`src/rtl/batch_frame_checker_parser_top_assert.svh`:
```
// Assertion macros shared by the checker/parser RTL.
// No dependencies; define ASSERT_OFF to compile them out.
`ifndef BATCH_FRAME_CHECKER_PARSER_TOP_ASSERT_SVH
`define BATCH_FRAME_CHECKER_PARSER_TOP_ASSERT_SVH
`ifndef ASSERT_OFF
`define BFCP_ASSERT(lbl, clk, rstn, prop) \
    lbl: assert property (@(posedge clk) disable iff (!rstn) (prop)) \
        else $error("assertion failed");
`define BFCP_ASSERT_NEXT(lbl, clk, rstn, ante, cons) \
    lbl: assert property (@(posedge clk) disable iff (!rstn) (ante) |=> (cons)) \
        else $error("assertion failed");
`else
`define BFCP_ASSERT(lbl, clk, rstn, prop)
`define BFCP_ASSERT_NEXT(lbl, clk, rstn, ante, cons)
`endif
`endif

```
`src/rtl/bfcp_pkg.sv`:
```
// Shared types and constants for the sealed batch-frame checker/parser.
// No dependencies.
package bfcp_pkg;

    localparam int unsigned MAX_TOKENS_DEF  = 4096;
    localparam int unsigned MAX_SEQ_IDS_DEF = 65536;
    localparam int unsigned QUEUE_DEPTH     = 4;

    localparam logic [63:0] HASH_SEED_RST = 64'hcbf29ce484222325;
    // FNV prime is 2^40 + 0x1b3; the multiply is done as shift-adds
    localparam logic [63:0] FNV_PRIME     = 64'h0000_0100_0000_01b3;

    localparam int unsigned PRESENT_POS = 0;
    localparam int unsigned PRESENT_SEQ = 1;
    localparam int unsigned PRESENT_LOG = 2;
    localparam logic [7:0]  PRESENT_MAX = 8'd7;

    typedef enum logic [3:0] {
        ST_OK          = 4'd0,
        ST_SHORT       = 4'd1,
        ST_CHECKSUM    = 4'd2,
        ST_TRUNC_HDR   = 4'd3,
        ST_BAD_HEADER  = 4'd4,
        ST_TRUNC_TOK   = 4'd5,
        ST_TRUNC_POS   = 4'd6,
        ST_TRUNC_CNT   = 4'd7,
        ST_NEGATIVE    = 4'd8,
        ST_SUM         = 4'd9,
        ST_TRUNC_IDS   = 4'd10,
        ST_TRUNC_LOG   = 4'd11,
        ST_TRAILING    = 4'd12
    } status_t;

    typedef enum logic [2:0] {
        EK_TOKEN = 3'd0,
        EK_POS   = 3'd1,
        EK_COUNT = 3'd2,
        EK_SEQID = 3'd3,
        EK_LOGIT = 3'd4
    } elem_kind_t;

    // one queue entry: what the front learned about an accepted beat
    typedef struct packed {
        logic       body;
        logic [7:0] data;
        logic       last;
        logic       short_frame;
        logic       csum_bad;
    } ev_t;

    typedef struct packed {
        logic               is_verdict;
        logic [3:0]         status;
        logic [2:0]         elem_kind;
        logic [15:0]        elem_index;
        logic signed [31:0] elem_value;
        logic [31:0]        seq_number;
        logic               encode_kind;
        logic               has_positions;
        logic               has_sequences;
        logic               has_logits;
        logic [12:0]        token_count;
        logic [16:0]        seq_id_total;
    } res_t;

endpackage

```
`src/rtl/bfcp_if.sv`:
```
// Channel interfaces: frame bytes in, results out, seed configuration.
// No dependencies.
interface bfcp_frame_if;
    logic       valid;
    logic       ready;
    logic [7:0] frame_byte;
    logic       frame_end;
    modport source (output valid, frame_byte, frame_end, input ready);
    modport sink   (input valid, frame_byte, frame_end, output ready);
endinterface

interface bfcp_result_if;
    logic               valid;
    logic               ready;
    logic               is_verdict;
    logic [3:0]         status;
    logic [2:0]         elem_kind;
    logic [15:0]        elem_index;
    logic signed [31:0] elem_value;
    logic [31:0]        seq_number;
    logic               encode_kind;
    logic               has_positions;
    logic               has_sequences;
    logic               has_logits;
    logic [12:0]        token_count;
    logic [16:0]        seq_id_total;
    modport source (output valid, is_verdict, status, elem_kind, elem_index, elem_value,
                    seq_number, encode_kind, has_positions, has_sequences, has_logits,
                    token_count, seq_id_total, input ready);
    modport sink   (input valid, is_verdict, status, elem_kind, elem_index, elem_value,
                    seq_number, encode_kind, has_positions, has_sequences, has_logits,
                    token_count, seq_id_total, output ready);
endinterface

interface bfcp_cfg_if;
    logic        valid;
    logic        ready;
    logic [63:0] hash_seed;
    modport source (output valid, hash_seed, input ready);
    modport sink   (input valid, hash_seed, output ready);
endinterface

```
`src/rtl/bfcp_front.sv`:
```
// Front end: check-byte delay line, FNV-1a-64 hash and seed register.
// Depends on bfcp_pkg and bfcp_if.
module bfcp_front
    import bfcp_pkg::*;
(
    input  logic          clk,
    input  logic          rst_n,
    bfcp_cfg_if.sink      cfg,
    bfcp_frame_if.sink    frame,
    output ev_t           ev,
    output logic          ev_push,
    input  logic          q_full
);

    logic [63:0]      seed_reg;
    logic [63:0]      hash_reg;
    logic [63:0]      hash_next;
    logic [3:0]       fill_reg;
    logic [3:0]       fill_next;
    logic [7:0][7:0]  dly_reg;
    logic [7:0][7:0]  dly_next;
    logic [7:0][7:0]  dly_shift;
    logic [63:0]      h_cur;
    logic [63:0]      h_x;
    logic [63:0]      h_mul;
    logic             body;
    logic             acc;

    assign cfg.ready   = 1'b1;
    assign frame.ready = !q_full;
    assign acc         = frame.valid && frame.ready;
    assign body        = fill_reg[3];

    always_comb
    begin
        h_cur = (fill_reg == 4'd0) ? seed_reg : hash_reg;
        h_x   = h_cur ^ {56'd0, dly_reg[0]};
        h_mul = (h_x << 40) + (h_x << 8) + (h_x << 7) + (h_x << 5)
              + (h_x << 4) + (h_x << 1) + h_x;
        hash_next = body ? h_mul : h_cur;

        dly_shift = {frame.frame_byte, dly_reg[7:1]};
        dly_next  = dly_reg;
        if (body)
        begin
            dly_next = dly_shift;
        end
        else
        begin
            dly_next[fill_reg[2:0]] = frame.frame_byte;
        end
        fill_next = body ? fill_reg : fill_reg + 4'd1;

        ev.body        = body;
        ev.data        = dly_reg[0];
        ev.last        = frame.frame_end;
        ev.short_frame = !body && (fill_reg < 4'd7);
        ev.csum_bad    = (dly_next != hash_next);
        ev_push        = acc && (body || frame.frame_end);
    end

    always_ff @(posedge clk or negedge rst_n)
    begin
        if (!rst_n)
        begin
            seed_reg <= HASH_SEED_RST;
            hash_reg <= HASH_SEED_RST;
            fill_reg <= 4'd0;
            dly_reg  <= '0;
        end
        else
        begin
            if (cfg.valid)
            begin
                seed_reg <= cfg.hash_seed;
            end
            if (acc)
            begin
                if (frame.frame_end)
                begin
                    fill_reg <= 4'd0;
                    dly_reg  <= '0;
                    hash_reg <= seed_reg;
                end
                else
                begin
                    fill_reg <= fill_next;
                    dly_reg  <= dly_next;
                    hash_reg <= hash_next;
                end
            end
        end
    end

endmodule

```
`src/rtl/bfcp_queue.sv`:
```
`include "batch_frame_checker_parser_top_assert.svh"
// Short FIFO of classified beats between front and back.
// Depends on bfcp_pkg and the assertion macro header.
module bfcp_queue
    import bfcp_pkg::*;
#(
    parameter int unsigned DEPTH = QUEUE_DEPTH
)
(
    input  logic clk,
    input  logic rst_n,
    input  ev_t  push_data,
    input  logic push,
    output logic full,
    output ev_t  pop_data,
    output logic pop_valid,
    input  logic pop
);

    localparam int unsigned PTR_W = (DEPTH > 1) ? $clog2(DEPTH) : 1;
    localparam int unsigned CNT_W = $clog2(DEPTH + 1);

    ev_t              mem_reg [DEPTH];
    logic [PTR_W-1:0] wr_reg;
    logic [PTR_W-1:0] rd_reg;
    logic [CNT_W-1:0] cnt_reg;
    logic             do_push;
    logic             do_pop;

    assign full      = (cnt_reg == CNT_W'(DEPTH));
    assign pop_valid = (cnt_reg != '0);
    assign pop_data  = mem_reg[rd_reg];
    assign do_push   = push && !full;
    assign do_pop    = pop && pop_valid;

    always_ff @(posedge clk)
    begin
        if (do_push)
        begin
            mem_reg[wr_reg] <= push_data;
        end
    end

    always_ff @(posedge clk or negedge rst_n)
    begin
        if (!rst_n)
        begin
            wr_reg  <= '0;
            rd_reg  <= '0;
            cnt_reg <= '0;
        end
        else
        begin
            if (do_push)
            begin
                wr_reg <= (wr_reg == PTR_W'(DEPTH - 1)) ? '0 : wr_reg + 1'b1;
            end
            if (do_pop)
            begin
                rd_reg <= (rd_reg == PTR_W'(DEPTH - 1)) ? '0 : rd_reg + 1'b1;
            end
            if (do_push && !do_pop)
            begin
                cnt_reg <= cnt_reg + 1'b1;
            end
            else if (do_pop && !do_push)
            begin
                cnt_reg <= cnt_reg - 1'b1;
            end
        end
    end

    `BFCP_ASSERT(a_cnt_bound, clk, rst_n, cnt_reg <= CNT_W'(DEPTH))
    `BFCP_ASSERT(a_no_overflow, clk, rst_n, !(push && full))
    `BFCP_ASSERT(a_no_underflow, clk, rst_n, !(pop && !pop_valid))
    `BFCP_ASSERT_NEXT(a_cnt_up, clk, rst_n, do_push && !do_pop, cnt_reg == $past(cnt_reg) + 1'b1)

endmodule

```
`src/rtl/bfcp_back.sv`:
```
// Back end: section parser, element results, frame verdict, output register.
// Depends on bfcp_pkg and bfcp_if.
module bfcp_back
    import bfcp_pkg::*;
#(
    parameter int unsigned MAX_TOKENS  = MAX_TOKENS_DEF,
    parameter int unsigned MAX_SEQ_IDS = MAX_SEQ_IDS_DEF
)
(
    input  logic           clk,
    input  logic           rst_n,
    input  ev_t            ev,
    input  logic           ev_valid,
    output logic           ev_pop,
    bfcp_result_if.source  result
);

    localparam int unsigned CMAX  = (MAX_TOKENS > MAX_SEQ_IDS) ? MAX_TOKENS : MAX_SEQ_IDS;
    localparam int unsigned CW0   = $clog2(CMAX + 1);
    localparam int unsigned CNT_W = (CW0 < 5) ? 5 : CW0;
    localparam int unsigned SUM_W = $clog2(MAX_SEQ_IDS + 2);

    typedef enum logic [2:0] {
        SEC_HEADER, SEC_TOKENS, SEC_POS, SEC_COUNTS,
        SEC_IDS, SEC_LOGITS, SEC_DONE, SEC_STOPPED
    } section_t;

    section_t          sec_reg, sec_next;
    logic [CNT_W-1:0]  cnt_reg, cnt_next;
    logic [2:0][7:0]   wb_reg, wb_next;
    logic [1:0]        biw_reg, biw_next;
    logic [15:0][7:0]  hdr_reg, hdr_next;
    logic [SUM_W-1:0]  sum_reg, sum_next;
    logic              neg_reg, neg_next;
    logic [3:0]        err_reg, err_next;
    logic              out_valid_reg;
    res_t              out_reg, res;

    logic              got;
    logic [2:0]        kind;
    logic [CNT_W-1:0]  idx;
    logic [31:0]       val;
    logic [31:0]       word;
    logic [31:0]       limit;
    logic [32:0]       sum_wide;
    logic [31:0]       nt;
    logic [31:0]       ns;
    logic              hdr_bad;
    logic              hdr_ok;
    logic [3:0]        status;

    function automatic section_t next_after(section_t s, logic [7:0] p);
        section_t r;
        if (s < SEC_POS && p[PRESENT_POS])
            r = SEC_POS;
        else if (s < SEC_COUNTS && p[PRESENT_SEQ])
            r = SEC_COUNTS;
        else if (s < SEC_LOGITS && p[PRESENT_LOG])
            r = SEC_LOGITS;
        else
            r = SEC_DONE;
        return r;
    endfunction

    assign ev_pop = ev_valid && (!out_valid_reg || result.ready);

    always_comb
    begin
        sec_next = sec_reg;
        cnt_next = cnt_reg;
        wb_next  = wb_reg;
        biw_next = biw_reg;
        hdr_next = hdr_reg;
        sum_next = sum_reg;
        neg_next = neg_reg;
        err_next = err_reg;
        got      = 1'b0;
        kind     = EK_TOKEN;
        idx      = '0;
        val      = '0;
        word     = {ev.data, wb_reg};
        limit    = (sec_reg == SEC_IDS) ? hdr_reg[15:12] : hdr_reg[11:8];
        sum_wide = 33'(sum_reg) + {1'b0, word};

        hdr_next[cnt_reg[3:0]] = (ev.body && sec_reg == SEC_HEADER) ?
                                 ev.data : hdr_reg[cnt_reg[3:0]];
        nt = hdr_next[11:8];
        ns = hdr_next[15:12];
        hdr_bad = (hdr_next[7:6] != 16'd0) || (hdr_next[4] > 8'd1)
               || (hdr_next[5] > PRESENT_MAX) || nt[31] || (nt == 32'd0)
               || (nt > 32'(MAX_TOKENS)) || ns[31] || (ns > 32'(MAX_SEQ_IDS));

        if (ev.body)
        begin
            case (sec_reg)
                SEC_HEADER:
                begin
                    cnt_next = cnt_reg + 1'b1;
                    if (cnt_reg[3:0] == 4'd15)
                    begin
                        if (hdr_bad)
                        begin
                            err_next = ST_BAD_HEADER;
                            sec_next = SEC_STOPPED;
                        end
                        else
                        begin
                            sec_next = SEC_TOKENS;
                            cnt_next = '0;
                        end
                    end
                end
                SEC_DONE:
                begin
                    err_next = ST_TRAILING;
                    sec_next = SEC_STOPPED;
                end
                SEC_LOGITS:
                begin
                    got  = 1'b1;
                    kind = EK_LOGIT;
                    idx  = cnt_reg;
                    val  = {{24{ev.data[7]}}, ev.data};
                    cnt_next = cnt_reg + 1'b1;
                    if (32'(cnt_next) >= hdr_reg[11:8])
                    begin
                        sec_next = SEC_DONE;
                        cnt_next = '0;
                    end
                end
                SEC_TOKENS, SEC_POS, SEC_COUNTS, SEC_IDS:
                begin
                    if (biw_reg != 2'd3)
                    begin
                        wb_next[biw_reg] = ev.data;
                        biw_next = biw_reg + 2'd1;
                    end
                    else
                    begin
                        got  = 1'b1;
                        kind = 3'(sec_reg) - 3'd1;
                        idx  = cnt_reg;
                        val  = word;
                        wb_next  = '0;
                        biw_next = 2'd0;
                        if (sec_reg == SEC_COUNTS)
                        begin
                            if (word[31])
                                neg_next = 1'b1;
                            else if (sum_wide > 33'(MAX_SEQ_IDS + 1))
                                sum_next = SUM_W'(MAX_SEQ_IDS + 1);
                            else
                                sum_next = SUM_W'(sum_wide);
                        end
                        cnt_next = cnt_reg + 1'b1;
                        if (32'(cnt_next) >= limit)
                        begin
                            cnt_next = '0;
                            if (sec_reg == SEC_COUNTS)
                            begin
                                if (neg_next)
                                begin
                                    err_next = ST_NEGATIVE;
                                    sec_next = SEC_STOPPED;
                                end
                                else if (32'(sum_next) != hdr_reg[15:12])
                                begin
                                    err_next = ST_SUM;
                                    sec_next = SEC_STOPPED;
                                end
                                else if (hdr_reg[15:12] != 32'd0)
                                    sec_next = SEC_IDS;
                                else
                                    sec_next = next_after(SEC_IDS, hdr_reg[5]);
                            end
                            else
                            begin
                                sec_next = next_after(sec_reg, hdr_reg[5]);
                            end
                        end
                    end
                end
                default:
                begin
                    sec_next = sec_reg;
                end
            endcase
        end

        // verdict precedence: short, checksum, first error, open section
        if (ev.short_frame)
            status = ST_SHORT;
        else if (ev.csum_bad)
            status = ST_CHECKSUM;
        else if (err_next != 4'd0)
            status = err_next;
        else
        begin
            case (sec_next)
                SEC_HEADER: status = ST_TRUNC_HDR;
                SEC_TOKENS: status = ST_TRUNC_TOK;
                SEC_POS:    status = ST_TRUNC_POS;
                SEC_COUNTS: status = ST_TRUNC_CNT;
                SEC_IDS:    status = ST_TRUNC_IDS;
                SEC_LOGITS: status = ST_TRUNC_LOG;
                default:    status = ST_OK;
            endcase
        end
        hdr_ok = (sec_next != SEC_HEADER) && (err_next != ST_BAD_HEADER);

        res               = '0;
        res.elem_kind     = got ? kind : EK_TOKEN;
        res.elem_index    = 16'(idx);
        res.elem_value    = val;
        if (ev.last)
        begin
            res.is_verdict = 1'b1;
            res.status     = status;
            if (hdr_ok)
            begin
                res.seq_number    = hdr_next[3:0];
                res.encode_kind   = (hdr_next[4] == 8'd1);
                res.has_positions = hdr_next[5][PRESENT_POS];
                res.has_sequences = hdr_next[5][PRESENT_SEQ];
                res.has_logits    = hdr_next[5][PRESENT_LOG];
                res.token_count   = 13'(hdr_next[9:8]);
                res.seq_id_total  = 17'(hdr_next[15:12]);
            end
        end
    end

    always_ff @(posedge clk or negedge rst_n)
    begin
        if (!rst_n)
        begin
            sec_reg       <= SEC_HEADER;
            cnt_reg       <= '0;
            wb_reg        <= '0;
            biw_reg       <= '0;
            hdr_reg       <= '0;
            sum_reg       <= '0;
            neg_reg       <= 1'b0;
            err_reg       <= 4'd0;
            out_valid_reg <= 1'b0;
        end
        else
        begin
            if (ev_pop)
            begin
                if (ev.last)
                begin
                    sec_reg <= SEC_HEADER;
                    cnt_reg <= '0;
                    wb_reg  <= '0;
                    biw_reg <= '0;
                    hdr_reg <= '0;
                    sum_reg <= '0;
                    neg_reg <= 1'b0;
                    err_reg <= 4'd0;
                end
                else
                begin
                    sec_reg <= sec_next;
                    cnt_reg <= cnt_next;
                    wb_reg  <= wb_next;
                    biw_reg <= biw_next;
                    hdr_reg <= hdr_next;
                    sum_reg <= sum_next;
                    neg_reg <= neg_next;
                    err_reg <= err_next;
                end
                out_valid_reg <= got || ev.last;
            end
            else if (result.ready)
            begin
                out_valid_reg <= 1'b0;
            end
        end
    end

    always_ff @(posedge clk)
    begin
        if (ev_pop)
        begin
            out_reg <= res;
        end
    end

    assign result.valid         = out_valid_reg;
    assign result.is_verdict    = out_reg.is_verdict;
    assign result.status        = out_reg.status;
    assign result.elem_kind     = out_reg.elem_kind;
    assign result.elem_index    = out_reg.elem_index;
    assign result.elem_value    = out_reg.elem_value;
    assign result.seq_number    = out_reg.seq_number;
    assign result.encode_kind   = out_reg.encode_kind;
    assign result.has_positions = out_reg.has_positions;
    assign result.has_sequences = out_reg.has_sequences;
    assign result.has_logits    = out_reg.has_logits;
    assign result.token_count   = out_reg.token_count;
    assign result.seq_id_total  = out_reg.seq_id_total;

endmodule

```
`src/rtl/batch_frame_checker_parser_top.sv`:
```
// Path: a beat is queued, then its result is held in the output register
// (a body byte reaches the parser when the eighth byte after it arrives).
// Throughput: one frame byte per cycle unless the queue is full; the hash
// shift-add chain sets the clock. Reset: all frame state clears, the seed
// returns to the FNV-64 offset basis; no clearing pass precedes the first byte.
// Depends on bfcp_pkg, bfcp_if, bfcp_front, bfcp_queue, bfcp_back.
module batch_frame_checker_parser_top
    import bfcp_pkg::*;
#(
    parameter int unsigned MAX_TOKENS  = MAX_TOKENS_DEF,
    parameter int unsigned MAX_SEQ_IDS = MAX_SEQ_IDS_DEF
)
(
    input  logic          clk,
    input  logic          rst_n,
    bfcp_cfg_if.sink      cfg,
    bfcp_frame_if.sink    frame,
    bfcp_result_if.source result
);

    ev_t  ev_in;
    ev_t  ev_out;
    logic ev_push;
    logic q_full;
    logic ev_valid;
    logic ev_pop;

    bfcp_front u_front (
        .clk     (clk),
        .rst_n   (rst_n),
        .cfg     (cfg),
        .frame   (frame),
        .ev      (ev_in),
        .ev_push (ev_push),
        .q_full  (q_full)
    );

    bfcp_queue #(
        .DEPTH (QUEUE_DEPTH)
    ) u_queue (
        .clk       (clk),
        .rst_n     (rst_n),
        .push_data (ev_in),
        .push      (ev_push),
        .full      (q_full),
        .pop_data  (ev_out),
        .pop_valid (ev_valid),
        .pop       (ev_pop)
    );

    bfcp_back #(
        .MAX_TOKENS  (MAX_TOKENS),
        .MAX_SEQ_IDS (MAX_SEQ_IDS)
    ) u_back (
        .clk      (clk),
        .rst_n    (rst_n),
        .ev       (ev_out),
        .ev_valid (ev_valid),
        .ev_pop   (ev_pop),
        .result   (result)
    );

endmodule
```
`src/flat_wrapper.sv`:
```
// flat-port wrapper written by rule: the top's interface ports become plain ports
module batch_frame_checker_parser_top_flat import bfcp_pkg::*;
#(
    parameter int unsigned MAX_TOKENS  = MAX_TOKENS_DEF,
    parameter int unsigned MAX_SEQ_IDS = MAX_SEQ_IDS_DEF
)
  (clk, rst_n, cfg_valid, cfg_hash_seed, cfg_ready, frame_valid, frame_frame_byte, frame_frame_end, frame_ready, result_valid, result_is_verdict, result_status, result_elem_kind, result_elem_index, result_elem_value, result_seq_number, result_encode_kind, result_has_positions, result_has_sequences, result_has_logits, result_token_count, result_seq_id_total, result_ready);
  bfcp_cfg_if cfg_i ();
  bfcp_frame_if frame_i ();
  bfcp_result_if result_i ();
  input  logic clk;
  input  logic rst_n;
  input wire logic [$bits(cfg_i.valid)-1:0] cfg_valid;
  input wire logic [$bits(cfg_i.hash_seed)-1:0] cfg_hash_seed;
  output wire logic [$bits(cfg_i.ready)-1:0] cfg_ready;
  input wire logic [$bits(frame_i.valid)-1:0] frame_valid;
  input wire logic [$bits(frame_i.frame_byte)-1:0] frame_frame_byte;
  input wire logic [$bits(frame_i.frame_end)-1:0] frame_frame_end;
  output wire logic [$bits(frame_i.ready)-1:0] frame_ready;
  output wire logic [$bits(result_i.valid)-1:0] result_valid;
  output wire logic [$bits(result_i.is_verdict)-1:0] result_is_verdict;
  output wire logic [$bits(result_i.status)-1:0] result_status;
  output wire logic [$bits(result_i.elem_kind)-1:0] result_elem_kind;
  output wire logic [$bits(result_i.elem_index)-1:0] result_elem_index;
  output wire logic [$bits(result_i.elem_value)-1:0] result_elem_value;
  output wire logic [$bits(result_i.seq_number)-1:0] result_seq_number;
  output wire logic [$bits(result_i.encode_kind)-1:0] result_encode_kind;
  output wire logic [$bits(result_i.has_positions)-1:0] result_has_positions;
  output wire logic [$bits(result_i.has_sequences)-1:0] result_has_sequences;
  output wire logic [$bits(result_i.has_logits)-1:0] result_has_logits;
  output wire logic [$bits(result_i.token_count)-1:0] result_token_count;
  output wire logic [$bits(result_i.seq_id_total)-1:0] result_seq_id_total;
  input wire logic [$bits(result_i.ready)-1:0] result_ready;
  assign cfg_i.valid = cfg_valid;
  assign cfg_i.hash_seed = cfg_hash_seed;
  assign cfg_ready = cfg_i.ready;
  assign frame_i.valid = frame_valid;
  assign frame_i.frame_byte = frame_frame_byte;
  assign frame_i.frame_end = frame_frame_end;
  assign frame_ready = frame_i.ready;
  assign result_valid = result_i.valid;
  assign result_is_verdict = result_i.is_verdict;
  assign result_status = result_i.status;
  assign result_elem_kind = result_i.elem_kind;
  assign result_elem_index = result_i.elem_index;
  assign result_elem_value = result_i.elem_value;
  assign result_seq_number = result_i.seq_number;
  assign result_encode_kind = result_i.encode_kind;
  assign result_has_positions = result_i.has_positions;
  assign result_has_sequences = result_i.has_sequences;
  assign result_has_logits = result_i.has_logits;
  assign result_token_count = result_i.token_count;
  assign result_seq_id_total = result_i.seq_id_total;
  assign result_i.ready = result_ready;
  batch_frame_checker_parser_top #(.MAX_TOKENS(MAX_TOKENS), .MAX_SEQ_IDS(MAX_SEQ_IDS)) u_core (.clk(clk), .rst_n(rst_n), .cfg(cfg_i), .frame(frame_i), .result(result_i));
endmodule
```
`config.mk`:
```
export PLATFORM = sky130hd
export DESIGN_NAME = batch_frame_checker_parser_top_flat
export DESIGN_NICKNAME = d
export VERILOG_FILES = /design/src/rtl/bfcp_pkg.sv /design/src/rtl/bfcp_if.sv /design/src/rtl/bfcp_front.sv /design/src/rtl/bfcp_queue.sv /design/src/rtl/bfcp_back.sv /design/src/rtl/batch_frame_checker_parser_top.sv /design/src/flat_wrapper.sv
export VERILOG_INCLUDE_DIRS = /design/src /design/src/rtl
export SDC_FILE = /design/constraint.sdc
export NUM_CORES = 2
export LEC_CHECK = 0
export BUFFER_PORTS_ARGS = -buffer_cell sky130_fd_sc_hd__buf_2
export CAP_MARGIN = 10
export CORE_UTILIZATION = 55
export CTS_CLUSTER_DIAMETER = 120
export DETAILED_ROUTE_END_ITERATION = 6
export PLACE_DENSITY = 0.7
export SLEW_MARGIN = 30
export SYNTH_ARGS = -nofsm -noshare
export SYNTH_HDL_FRONTEND = slang
export SYNTH_HIERARCHICAL = 1
export SYNTH_SLANG_ARGS = --single-unit
```
`constraint.sdc`:
```
create_clock -name clk -period 18.66 [get_ports clk]
set_input_delay 3.732 -clock clk [delete_from_list [all_inputs] [get_ports clk]]
set_output_delay 3.732 -clock clk [all_outputs]
set_load 0.03 [all_outputs]
```
======== Word-level counts from Yosys, hierarchy flattened ========
Memory sizes are Yosys's and may differ from the RTL's.
Cells that the tools add are included.
word-level totals
  bits in registers ....................... 522
  bits in writable memories ............... 48
  input bits .............................. 78
  output and inout bits ................... 125
  word-level logic and storage cells ...... 271
  memories ................................ 1
memory list
  name                    words  width  read ports  clocked after Yosys merged registers in  write ports  RTL line          text
  u_core.u_queue.mem_reg  4      12     1           0                                        1            bfcp_queue.sv:23  ev_t mem_reg [DEPTH];
cells by class
  $add $sub $neg .......................... 15
  order comparisons ....................... 17
  equal/unequal tests ..................... 23
  mux-type cells .......................... 104
  bitwise gates (word level) .............. 2
  reduce and logical (&&, ||, !) cells .... 54
operators by type and width
  operator                                                         number
  adder 64 bit                                                     6
  two-way mux 64 bit                                               5
  two-way mux 17 bit                                               17
  bitwise mux 128 bit                                              1
  two-way mux 128 bit                                              1
  two-way mux 24 bit                                               4
  bitwise mux 64 bit                                               1
  greater-or-equal comparator 17 x 32 -> 1 bit                     2
  two-way mux 32 bit                                               2
  != test 64 bit                                                   1
  case mux 32 bit (2 select lines)                                 1
  bitwise XOR 64 x 8 -> 64 bit                                     1
  two-way mux 4 bit                                                14
  case mux 17 bit (3 select lines)                                 1
  two-way mux 8 bit                                                5
  two-way mux 3 bit                                                13
  adder 17 x 32 -> 33 bit                                          1
  greater-than comparator 33 x 17 -> 1 bit, second input constant  1
  binary-select mux 8 bit (select 4 bit)                           1
  demux 8 bit (select 4 bit)                                       1
  greater-than comparator 32 x 13 -> 1 bit, second input constant  1
  greater-than comparator 32 x 17 -> 1 bit, second input constant  1
  logical NOT 32 bit                                               1
  != test 17 x 32 -> 1 bit                                         1
  other kinds (55)                                                 132

======== Longest topological paths before layout ========
  depth in word-level cells ............... 23
  depth in mapped cells ................... 34

======== Hierarchy ========
Netlist, hierarchy kept.
by module, submodules not included
  module      instances  cells an instance  area each (um2)  sequential area each (um2)
  bfcp_front  1          2,643              23,445.0         4,974.8
  bfcp_back   1          2,207              19,984.2         8,593.2
  bfcp_queue  1          100                2,198.4          1,616.6

======== Worst setup path after synthesis ========
No wires, ideal clock.
  path type ............................... register -> register
  start point ............................. register u_core.u_front.fill_reg[0]
  end point ............................... memory u_core/u_queue/mem_reg[0][0] (netlist bit), data pin
  setup time .............................. 0.286 ns
  arrival time ............................ 9.237 ns
  path slack .............................. 9.137 ns
  stages on the path, launching flop included .. 34
  buffers on the path ..................... 9
  period minus slack after synthesis ...... 9.523 ns
  cells stage by stage .................... dfrtp_1 > clkbuf_1 > inv_1 > ha_1 > nor3b_2 > buf_4 > buf_6 > buf_6 > clkbuf_1 > buf_2 > buf_1 > buf_1 > mux2i_1 > xnor2_1 > inv_1 > fa_1 > inv_1 > fa_1 > fa_1 > ha_1 > ha_1 > buf_2 > a21oi_1 > o21ai_1 > a211oi_2 > o2bb2ai_2 > or2_2 > o31a_1 > and3_1 > a211oi_1 > nand4_1 > or4_1 > or4_1 > or4b_1
RTL lines
  what                    RTL line          text
  from (decl)             bfcp_front.sv:18  logic [3:0] fill_reg;
  from (signal assigned)  bfcp_front.sv:87  fill_reg <= fill_next;
  to (decl)               bfcp_queue.sv:23

==> metrics <==
Slew @ Worst Pin=1.03 ns; syn_nets=5430; Main synth FF type=dfrtp_1; max FFs per register=128; cts repair resizes=0; post-synthesis cell type count=129; Total Routed Length=155000 um; core area=82100 um2; max-cap viol count=0; synthesized area=45600 um2; Layout Area Growth over Synthesis=8.50%; area share of the largest cell type after synthesis=18.9%; clk sinks=570; final slew viol count=0; FF/Latch Area=15200 um2; slowest CP cell=mux2i_1; Area contributors post-synth=dfrtp_1 19%, edfxtp_1 11%, fa_1 8.0%; Initial Util=55.6%; synthesized area per cell=9.22 um2; run status=finished with violations; Clk Latency, worst-skew pair=0.64 ns; ys async rst share=70.2%; post-DP HPWL=115000 um; Hold Path Class=register to register; DR vias/cell=6.42; CP required=19.00 ns; Multi-input gate area=27700 um2; grt ovf=0; Syn. warnings=6; crit path max fanout=44; Layout fillers=7126; total global-route track usage=36.6%; clock transition at the registers of the reported paths=0.06 ns; initial antenna violation count=0; final hold violations=0; Max Clock Skew=0.0295 ns; Max-Slew Margin vs Limit=29.6%; CP most frequent cell=inv_1; register bit total from synthesis=570; clock tree buffer depth=3; critical path arrival=10.86 ns; sum of negative setup slack=0 ns; unrepaired setup endpoints after global routing=false; CTS Root Cell=clkbuf_16; Core Rows=105; first-pass GRT wire length=236000 um; Num CTS Buffers=66; Crit. End Element=register; vias in the first global route=37900; Achievable Freq=95.0 MHz; per-cell routed wire length=25.4 um; largest net degree at the start of global routing=99; router iterations before antenna repair=7; Post-CTS Setup Bufs=0; IO Port Bufs=201; Critical Path Start Type=register; Placer Congestion=1.02; H-tree depth=3; Detailed Route Iter0 Violations=4354; layout cells sized above 1=14.4%; DR vias=39200; Final period util=56.4%; die footprint=84100 um2; Tmin final=10.53 ns; DRT antenna net count=0; # nets final=5459; DR DRC count=8; Die Width=290 um; Mapped Cells=4950; Setup Crit Path Kind=register to register; CTS tree=done; register area share after synthesis=33.3%; violated checks=design-rule violations; largest stage delay on the critical path=0.86 ns; DIE HEIGHT=290 um; cts hold-fix bufs=0; number of synthesized flops with an enable pin=170; setup violators final=0; area leader, netlist=dfrtp_1; Boundary Pins=203
final cells by class:
class                   instances  share of cell area [%]
diodes                          1                 0.00505
clock buffers                  94                    3.75
clock inverters                28                   0.662
inverters                     369                    2.81
multi-input cells            3679                    55.9
flip-flops and latches        570                    30.7
well taps                    1070                    2.70
repair buffers                293                    3.47
Yosys cell counts, types with 62 or more instances:
cell type / instances
xnor2_1: 189
a22o_1: 120
o21ai_0: 359
nand2_1: 596
mux2_2: 126
ha_1: 219
mux2i_1: 155
nand3_1: 62
a21oi_1: 358
nor2_1: 303
inv_1: 356
fa_1: 183
dfrtp_1: 344
clkbuf_1: 218
edfxtp_1: 170
cells in the final DEF (no fill, tap or decap), types with 33 or more instances in the layout:
cell type    n
dfstp_2     56
nor3_1      49
fa_1       183
xor2_1      58
nor2_1     301
dfrtp_1    341
nor4_1      35
o22ai_1     40
buf_4       93
a21oi_1    358
and2_1      49
nand2b_1    41
a22o_1     120
a21oi_2     33
mux2i_1    153
mux2_2     126
nand2_1    593
o21ai_0    359
a31oi_1     43
nand3_1     62
edfxtp_1   170
mux4_2      33
clkbuf_16   67
o211ai_1    41
inv_1      354
buf_2      198
xnor2_1    189
nand4_1     49
a21o_1      50
ha_1       219
layer usage:
metal,vias up,routed length [um],GRT usage (%),part of all wire [%]
met5,-,0,0,0
met4,0,11400,22.9,7.3
li1,17600,-,-,-
met1,19100,60900,47.3,39
met2,1979,71400,58.2,46
met3,509,11600,5.18,7.5
logic make-up (layout without fill, tap and decap cells):
group,after synthesis,count (layout),share of synthesized area [%]
flops,570,570,33.3
simple gates,1364,1364,14.0
mux,320,320,8.34
xor+xnor,250,250,4.86
compound gates,1331,1331,19.0
other cells,1,2,0.00822
fa+ha+maj,413,413,14.3
buf+inv,701,784,6.22
final timing paths:
kind	from	to	slack, ns	cells past startpoint
min in group asynchronous	rst_n	u_core/u_back/wb_reg[15]$_DFFE_PN0P_	3.09	1
min	u_core/u_front/hash_reg[53]$_DFFE_PN1P_	u_core/u_front/hash_reg[53]$_DFFE_PN1P_	0.45	2
max reg2reg	u_core/u_front/fill_reg[0]$_DFFE_PN0P_	u_core/u_queue/mem_reg[0][0]$_DFFE_PP_	8.13	25
min reg2reg	u_core/u_front/hash_reg[53]$_DFFE_PN1P_	u_core/u_front/hash_reg[53]$_DFFE_PN1P_	0.45	2
max in group asynchronous	rst_n	u_core/u_front/hash_reg[28]$_DFFE_PN0P_	13.48	3
max	u_core/u_front/fill_reg[0]$_DFFE_PN0P_	u_core/u_queue/mem_reg[0][0]$_DFFE_PP_	8.13	25
per-stage QoR:
stage / cell area [um2] / worst slack (ns) / hold slack, ns / utilization [%] / cells
after floorplan: 45600 / 9.14 / 0.434 / - / 4950
after global placement: 47300 / 8.28 / 0.446 / 57.6 / 5981
after detailed placement: 47300 / 8.29 / 0.447 / 57.6 / 5981
after CTS: 49500 / 8.25 / 0.456 / 60.3 / 6103
after global routing: 49500 / 7.74 / 0.464 / 60.3 / 6103
final: 49500 / 8.13 / 0.455 / 60.3 / 6104
critical path: cells and delay by family (launching register included):
kind / cells / cell delay (ns)
buf+inv: 5 / 1.37
simple gates: 9 / 2.98
flops: 1 / 0.50
fa+ha+maj: 6 / 2.70
mux: 1 / 0.86
compound gates: 4 / 1.72
Power is left out: the tool's default activity adds up to more than one toggle a clock period on the data nets, which glitch-free logic cannot reach.
